--- config.mk ---
export PLATFORM = sky130hd
export DESIGN_NAME = crl_scan
export DESIGN_NICKNAME = d
export VERILOG_FILES = /design/src/rtl/assert_macros.svh /design/src/rtl/crl_pkg.sv /design/src/rtl/crl_scan.sv
export SDC_FILE = /design/constraint.sdc
export NUM_CORES = 1
export LEC_CHECK = 0
export ABC_CLOCK_PERIOD_IN_PS = 6400
export BUFFER_PORTS_ARGS = -buffer_cell sky130_fd_sc_hd__buf_4
export CAP_MARGIN = 40
export CORE_ASPECT_RATIO = 1.1
export CORE_MARGIN = 2
export CORE_UTILIZATION = 40
export DETAILED_ROUTE_END_ITERATION = 10
export PLACE_DENSITY = 0.72
export SYNTH_ARGS = -nofsm -noshare
export SYNTH_HDL_FRONTEND = slang
export SYNTH_SLANG_ARGS = --single-unit
--- constraint.sdc ---
create_clock -name clk -period 6.4 [get_ports clk]
set_input_delay 1.28 -clock clk [delete_from_list [all_inputs] [get_ports clk]]
set_output_delay 1.28 -clock clk [all_outputs]
set_load 0.005 [all_outputs]
--- src/rtl/assert_macros.svh ---
// assertion macros shared by the limiter rtl
`ifndef ASSERT_MACROS_SVH
`define ASSERT_MACROS_SVH

// same-cycle implication, sampled on clk, off during reset
`define CRL_ASSERT_IMP(name, ante, cons, msg) \
    name: assert property (@(posedge clk) disable iff (!rst_n) (ante) |-> (cons)) \
        else $error(msg);

// next-cycle implication, sampled on clk, off during reset
`define CRL_ASSERT_NXT(name, ante, cons, msg) \
    name: assert property (@(posedge clk) disable iff (!rst_n) (ante) |=> (cons)) \
        else $error(msg);

`endif

--- src/rtl/crl_pkg.sv ---
// shared types, widths and codes of the client failure rate limiter
package crl_pkg;

    localparam int CLIENTS_DEF = 64;

    localparam int OP_W       = 2;
    localparam int ID_W       = 64;
    localparam int TIME_W     = 48;
    localparam int WL_W       = 32;
    localparam int FAIL_W     = 16;
    localparam int LIVE_W     = 7;
    localparam int CFG_IDX_W  = 8;
    localparam int CFG_DATA_W = 32;

    localparam logic [WL_W-1:0]   WL_RESET   = 32'd60000;
    localparam logic [FAIL_W-1:0] MAXF_RESET = 16'd5;

    // configuration register indexes
    localparam logic [CFG_IDX_W-1:0] CFG_WINDOW_LENGTH = 8'd0;
    localparam logic [CFG_IDX_W-1:0] CFG_MAX_FAILURES  = 8'd1;

    // request operations
    typedef enum logic [OP_W-1:0] {
        OP_CHECK  = 2'd0,
        OP_RECORD = 2'd1,
        OP_RESET  = 2'd2,
        OP_CLEAR  = 2'd3
    } crl_op_t;

    // sequencer states
    typedef enum logic [4:0] {
        ST_INIT   = 5'b00001,
        ST_IDLE   = 5'b00010,
        ST_SCAN   = 5'b00100,
        ST_WIPE   = 5'b01000,
        ST_UPDATE = 5'b10000
    } crl_state_t;

    // sequencer to scan unit
    typedef struct packed {
        logic clr;
        logic issue;
        logic last;
    } crl_scan_ctl_t;

    // scan unit to sequencer
    typedef struct packed {
        logic done;
        logic match_found;
        logic free_found;
    } crl_scan_sts_t;

endpackage

--- src/rtl/crl_scan.sv ---
// shared scan unit: expiry and match compare, free, oldest and live tracking
module crl_scan
    import crl_pkg::*;
#(
    parameter int CLIENTS = CLIENTS_DEF,
    parameter int IDX_W   = $clog2(CLIENTS),
    parameter int CNT_W   = $clog2(CLIENTS + 1)
)
(
    input  logic              clk,
    input  logic              rst_n,
    input  crl_scan_ctl_t     ctl,
    input  logic [IDX_W-1:0]  issue_idx,
    // entry read data, arriving in the cycle after issue
    input  logic              ent_valid,
    input  logic [ID_W-1:0]   ent_client,
    input  logic [TIME_W-1:0] ent_start,
    input  logic [FAIL_W-1:0] ent_fail,
    // item key
    input  logic [ID_W-1:0]   key_id,
    input  logic [TIME_W-1:0] key_now,
    input  logic [WL_W-1:0]   key_wl,
    // results
    output crl_scan_sts_t     sts,
    output logic [IDX_W-1:0]  match_idx,
    output logic [FAIL_W-1:0] match_fail,
    output logic [TIME_W-1:0] match_start,
    output logic [IDX_W-1:0]  free_idx,
    output logic [IDX_W-1:0]  oldest_idx,
    output logic [CNT_W-1:0]  live_cnt,
    output logic              drop_we,
    output logic [IDX_W-1:0]  drop_idx
);

    // issue info aligned with the read data
    logic             s0_vld_reg;
    logic             s0_last_reg;
    logic [IDX_W-1:0] s0_idx_reg;

    // compare stage
    logic              sa_vld_reg;
    logic              sa_last_reg;
    logic [IDX_W-1:0]  sa_idx_reg;
    logic              sa_live_reg;
    logic              sa_drop_reg;
    logic              sa_free_reg;
    logic              sa_match_reg;
    logic [TIME_W-1:0] sa_start_reg;
    logic [FAIL_W-1:0] sa_fail_reg;

    // trackers
    logic              done_reg;
    logic              match_found_reg;
    logic [IDX_W-1:0]  match_idx_reg;
    logic [FAIL_W-1:0] match_fail_reg;
    logic [TIME_W-1:0] match_start_reg;
    logic              free_found_reg;
    logic [IDX_W-1:0]  free_idx_reg;
    logic              old_any_reg;
    logic [IDX_W-1:0]  old_idx_reg;
    logic [TIME_W-1:0] old_start_reg;
    logic [CNT_W-1:0]  live_cnt_reg;

    logic [TIME_W:0]   age_diff;
    logic              expired;
    logic              ent_live;

    // window age against window length, backwards time counts as age zero
    always_comb
    begin
        age_diff = {1'b0, key_now} - {1'b0, ent_start};
        if (age_diff[TIME_W])
        begin
            expired = (key_wl == '0);
        end
        else
        begin
            expired = (age_diff[TIME_W-1:0] >= TIME_W'(key_wl));
        end
        ent_live = ent_valid && !expired;
    end

    // issue alignment and compare stage control
    always_ff @(posedge clk or negedge rst_n)
    begin
        if (!rst_n)
        begin
            s0_vld_reg <= 1'b0;
            sa_vld_reg <= 1'b0;
            done_reg   <= 1'b0;
        end
        else
        begin
            s0_vld_reg <= ctl.issue;
            sa_vld_reg <= s0_vld_reg;
            done_reg   <= sa_vld_reg && sa_last_reg;
        end
    end

    // compare stage payload
    always_ff @(posedge clk)
    begin
        s0_last_reg  <= ctl.last;
        s0_idx_reg   <= issue_idx;
        sa_last_reg  <= s0_last_reg;
        sa_idx_reg   <= s0_idx_reg;
        sa_live_reg  <= ent_live;
        sa_drop_reg  <= ent_valid && expired;
        sa_free_reg  <= !ent_live;
        sa_match_reg <= ent_live && (ent_client == key_id);
        sa_start_reg <= ent_start;
        sa_fail_reg  <= ent_fail;
    end

    // tracker flags and live count
    always_ff @(posedge clk or negedge rst_n)
    begin
        if (!rst_n)
        begin
            match_found_reg <= 1'b0;
            free_found_reg  <= 1'b0;
            old_any_reg     <= 1'b0;
            live_cnt_reg    <= '0;
        end
        else if (ctl.clr)
        begin
            match_found_reg <= 1'b0;
            free_found_reg  <= 1'b0;
            old_any_reg     <= 1'b0;
            live_cnt_reg    <= '0;
        end
        else if (sa_vld_reg)
        begin
            if (sa_match_reg)
            begin
                match_found_reg <= 1'b1;
            end
            if (sa_free_reg)
            begin
                free_found_reg <= 1'b1;
            end
            if (sa_live_reg)
            begin
                old_any_reg  <= 1'b1;
                live_cnt_reg <= live_cnt_reg + CNT_W'(1);
            end
        end
    end

    // tracker payload, first hit wins, oldest keeps the lowest index on a tie
    always_ff @(posedge clk)
    begin
        if (sa_vld_reg)
        begin
            if (sa_match_reg && !match_found_reg)
            begin
                match_idx_reg   <= sa_idx_reg;
                match_fail_reg  <= sa_fail_reg;
                match_start_reg <= sa_start_reg;
            end
            if (sa_free_reg && !free_found_reg)
            begin
                free_idx_reg <= sa_idx_reg;
            end
            if (sa_live_reg && (!old_any_reg || (sa_start_reg < old_start_reg)))
            begin
                old_idx_reg   <= sa_idx_reg;
                old_start_reg <= sa_start_reg;
            end
        end
    end

    assign sts.done        = done_reg;
    assign sts.match_found = match_found_reg;
    assign sts.free_found  = free_found_reg;
    assign match_idx       = match_idx_reg;
    assign match_fail      = match_fail_reg;
    assign match_start     = match_start_reg;
    assign free_idx        = free_idx_reg;
    assign oldest_idx      = old_idx_reg;
    assign live_cnt        = live_cnt_reg;
    assign drop_we         = sa_vld_reg && sa_drop_reg;
    assign drop_idx        = sa_idx_reg;

endmodule

# --- Word-level counts from Yosys, hierarchy flattened ---
# Cells that the tools add are included.
totals:
  ff_bits: 225
  word_cells: 66
  inputBits: 284
classes:
  eq_ne: 1
  muxes: 13
  n_reduce_logical: 25
  addsub: 2
  magnitude_cmp: 2
ops:
  columns: ["op", "count"]
  rows:
  - ["== test 64 bit", 1]
  - ["subtractor 48 x 48 -> 49 bit", 1]
  - ["greater-or-equal comparator 48 x 32 -> 1 bit", 1]
  - ["less-than comparator 48 bit", 1]
  - ["zero test 32 bit", 1]
  - ["two-way mux 7 bit", 3]
  - ["AND reduction 2 bit", 6]
  - ["two-way mux 1 bit", 10]
  - ["logical AND 1 bit", 8]
  - ["nonzero test 2 bit", 4]
  - ["adder 7 x 1 -> 7 bit (second input constant)", 1]
  - ["zero test 1 bit", 5]
  - ["logical OR 1 bit", 1]

# --- Depth between registers and ports, before layout ---
logic_depth:
  depth_word: 6
  mapped_depth: 23

# --- Least setup slack after synthesis ---
# No wires, ideal clock.
synth_path:
  path_kind: "flip-flop to flip-flop"
  start: "register old_start_reg[1]"
  end: "register old_start_reg[0], enable pin"
  setup_ns: 0.549
  synth_period_minus_slack_ns: 6.448
  arrival_ns: 5.898
  path_buffers: 0
  stages_incl_launch_ff: 12
  required_time_ns: 5.851
  setup_slack_ns: -0.048
  cell_sequence: "edfxtp_1 > inv_1 > ha_1 > a21o_1 > a21o_1 > a21o_1 > a21o_1 > a21o_1 > a211oi_1 > or4_1 > a2111oi_0 > o32ai_1"
synth_via:
  elab_chain_cells: 4
synth_lines:
  columns: ["element", "line", "source"]
  rows:
  - ["start, declared", "crl_scan.sv:61", "logic [TIME_W-1:0] old_start_reg;"]
  - ["start signal, assigned", "crl_scan.sv:168", "old_start_reg <= sa_start_reg;"]
  - ["less-than comparator 48 bit", "crl_scan.sv:165", "if (sa_live_reg && (!old_any_reg || (sa_start_reg < old_start_reg)))"]
  - ["logical OR 1 bit", "crl_scan.sv:165", null]
  - ["logical AND 1 bit", "crl_scan.sv:165", null]
  - ["AND reduction 2 bit (no source line)", null, null]
# Every way passes these cells.
# A chain may end at the register's enable or synchronous reset.

# --- Worst setup path after layout ---
layout_path:
  start: "input ent_start[0]"
  end: "register sa_match_reg"
layout_via:
  elab_chain_cells: 6
layout_lines:
  columns: ["element", "line", "source"]
  rows:
  - ["start, declared", "crl_scan.sv:17", "input logic [TIME_W-1:0] ent_start,"]
  - ["subtractor 48 x 48 -> 49 bit (*)", "crl_scan.sv:71", "age_diff = {1'b0, key_now} - {1'b0, ent_start};"]
  - ["greater-or-equal comparator 48 x 32 -> 1 bit", "crl_scan.sv:78", "expired = (age_diff[TIME_W-1:0] >= TIME_W'(key_wl));"]
  - ["two-way mux 1 bit (*)", "crl_scan.sv:72", "if (age_diff[TIME_W])"]
  - ["zero test 1 bit (*)", "crl_scan.sv:80", "ent_live = ent_valid && !expired;"]
  - ["logical AND 1 bit (*)", "crl_scan.sv:80", null]
  - ["logical AND 1 bit (*)", "crl_scan.sv:110", "sa_match_reg <= ent_live && (ent_client == key_id);"]
  - ["end signal, assigned", "crl_scan.sv:110", null]
  - ["end, declared", "crl_scan.sv:47", "logic sa_match_reg;"]
# Mark *: on every way between the ends. The rest lies on a longest branch, timed or not.

==> results.json <==
{
  "cts_tree": "yes",
  "synth_nets": 1562,
  "routed_wl_um": 36000,
  "fin_crit_sh_pct": 85.61,
  "fin_nets": 1949,
  "drc": 0,
  "synth_flop_cell": "edfxtp_1",
  "vdd_drop_max_uv": 163.1,
  "clk_latency_ns": 0.53,
  "tns_ns": 0,
  "cpPeakStageDelay_ns": 0.70,
  "rrSetupSlack_ns": 2.67,
  "min-delay-start": "s0_idx_reg[2]",
  "endpoint_kind": "register",
  "layout-drive-gt1-share_pct": 28.25,
  "dp_hpwl_um": 29780,
  "grt_pass1_wl_um": 54270,
  "grt_pass1_vias": 10020,
  "setup-violations-final": 0,
  "grt_max_degree": 48,
  "clkTransAtPathRegs_ns": 0.06,
  "hold_viol": 0,
  "track_usage_pct": 22.02,
  "synth.distinct_cells": 73,
  "status": "finished, final reports clean",
  "initial_core_util_pct": 40.80,
  "numCtsBuffers": 24,
  "cp.required_ns": 6.87,
  "drv_cap": 0,
  "synth_cells": 1149,
  "port-buffer-count": 382,
  "path_class": "in -> reg",
  "gp_congestion": 0.9150,
  "synth_top_area_share_pct": 32.19,
  "p_per_area_nw_per_um2": 231.9,
  "relSlewSlack_pct": 40.73,
  "clock-skew-final_ns": 0.01483,
  "synth_seq_cells": 225,
  "synth_enable_flop_cells": 130,
  "rsz0062_at_grt": "false",
  "cp_num_buf_inv": 1,
  "drtPass1Iterations": 6,
  "path_delay_family": "compound AO/OA/AOI/OAI gates",
  "die_y_um": 186.6,
  "worst_slew_pin_slew_ns": 0.8666,
  "synth_seq_area_share_pct": 48.41,
  "ios": 383,
  "cp_max_fo": 4,
  "reg2reg_from": "old_start_reg[1]",
  "cts_resized": 0,
  "period_needed_ns": 5.479,
  "grt_overflow": 0,
  "core_region_area_um2": 29730,
  "die_x_um": 170.0,
  "drtIter0Drc": 611,
  "yosys_warnings": 0,
  "area_growth_syn_to_layout_pct": 33.23,
  "syn_avg_cell_area_um2": 10.56,
  "die_area_um2": 31730,
  "crit_chain": "buf_4, ha_1, fa_1, nand2b_1, a21o_1, a2111oi_0, o311a_1, or3_4, xor2_1, ha_1, nand2_1, o21ai_0, a21oi_1, o21ai_0, nor3_1, nand4_1, nand4b_1, nand4b_1, o41ai_2, and4_1",
  "utilization_pct": 54.35,
  "clock-sinks": 225,
  "startpoint": "ent_start[0]",
  "cts_hold_buf": 0,
  "rows": 66,
  "vias": 10010,
  "ant_nets": 0,
  "cp_slowest_cell": "a2111oi_0",
  "slew_viol_final": 0,
  "wl_per_cell_um": 18.66,
  "leakagePower_nw": 7.463,
  "synth_area_leader_cell": "edfxtp_1",
  "worstSetupStartpointType": "input pin",
  "post-cts-setup-buffers": 0,
  "syn_area_um2": 12130,
  "synthArstFlopShare_pct": 5.778,
  "synth_area_leaders": "edfxtp_1 (32%), dfxtp_1 (14%), ha_1 (13%)",
  "cts.htree.levels": 1,
  "cts_buffer_depth": 3,
  "arrival_ns": 5.95,
  "hold_path.class": "reg -> reg",
  "root_buffer": "clkbuf_16",
  "antenna_found_initial": 2,
  "routed_via_density": 5.189,
  "max_freq_mhz": 182.5
}
[power by group]
group | leakage (nW) | switching, mW | internal [mW]
registers | 2.05 | 0.0304 | 1.59
logic | 5.04 | 0.411 | 0.371
clock network | 0.374 | 0.568 | 0.774
[Yosys cell counts (17+ instances only)]
| cell | instances |
|---|---|
| ha_1 | 128 |
| nor4_1 | 25 |
| a21oi_1 | 84 |
| edfxtp_1 | 130 |
| o21ai_0 | 44 |
| inv_1 | 139 |
| nor2_1 | 61 |
| xor2_1 | 50 |
| xnor2_1 | 56 |
| a21o_1 | 42 |
| dfxtp_1 | 82 |
| nand2_1 | 63 |
| nand4_1 | 41 |
| nand3_1 | 17 |
[worst register-to-register path, stage by stage, from the launching register on]
cell and delay [ns]:
edfxtp_1 0.36, inv_1 0.06, ha_1 0.21, a21o_1 0.17, a21o_1 0.18, a21o_1 0.18
a21o_1 0.18, a21o_1 0.17, a211oi_1 0.42, or4_1 0.24, a2111oi_0 0.12, buf_4 0.18
o32ai_4 0.35, buf_4 0.52
[layout by cell type (no fill, tap or decap), types with 3 or more instances in the layout]
master,count
a2111oi_0,6
a211oi_1,4
a21o_1,42
a21oi_1,84
a21oi_2,3
and2_1,7
and3_1,8
buf_4,385
clkbuf_1,8
clkbuf_16,24
clkbuf_8,3
clkinv_4,3
dfrtp_1,13
dfxtp_1,82
edfxtp_1,130
ha_1,128
inv_1,139
nand2_1,63
nand2b_1,14
nand3_1,17
nand4_1,41
nor2_1,60
nor2b_1,6
nor3_1,11
nor4_1,25
o211ai_1,7
o21a_1,9
o21ai_0,44
o21ai_1,5
o21bai_1,9
o221ai_1,3
o31a_1,3
or3_1,4
xnor2_1,56
xor2_1,50
[worst paths after layout]
kind,endpoint,cells past startpoint
max,sa_match_reg,20
min,drop_idx[2],0
max reg2reg,old_start_reg[21],13
min reg2reg,drop_idx[2],0
max in group asynchronous,live_cnt[4],1
min in group asynchronous,done_reg,1
[cells by family after synthesis]
family                     Yosys count  share of synthesized area, %
adders and majority gates          129                         13.37
AOI/OAI and AO/OA                  255                         13.90
DFF                                225                         48.41
and+or+nand+nor                    270                         11.25
buffers and inverters              164                         5.427
xor gates and xnor gates           106                         7.655
[layer usage]
| metal | routed length, um | global-route usage, % | vias up |
|---|---|---|---|
| met5 | 9 | 0 | - |
| met1 | 16190 | 30.35 | 4722 |
| met2 | 16590 | 35.53 | 309 |
| met3 | 2223 | 3.669 | 66 |
| met4 | 984 | 6.706 | 2 |
| li1 | - | - | 4911 |
[per-stage QoR]
stage	hold WS (ns)	setup slack [ns]	power [mW]	cells	area, um^2
after floorplan	0.3096	1.301	2.114	1149	12140
after global placement	0.3101	0.5934	2.411	1883	15380
after detailed placement	0.3121	0.4531	2.428	1884	15390
after CTS	0.3264	0.9878	3.774	1928	16160
after global routing	0.3353	0.6490	3.931	1929	16160
final	0.3269	0.9212	3.748	1929	16160
[layout make-up]
cell class                      instances  area [um^2]
Antenna cell                            1        2.502
Clock buffer                           35        671.9
Clock inverter                          9        92.59
Fill cell                            2650        13570
Inverter                              139        521.8
Multi-Input combinational cell        760         5625
Sequential cell                       225         5871
Tap cell                              374        467.9
Timing Repair Buffer                  386         2905
Note: power is estimated with default switching activity, not from simulation.
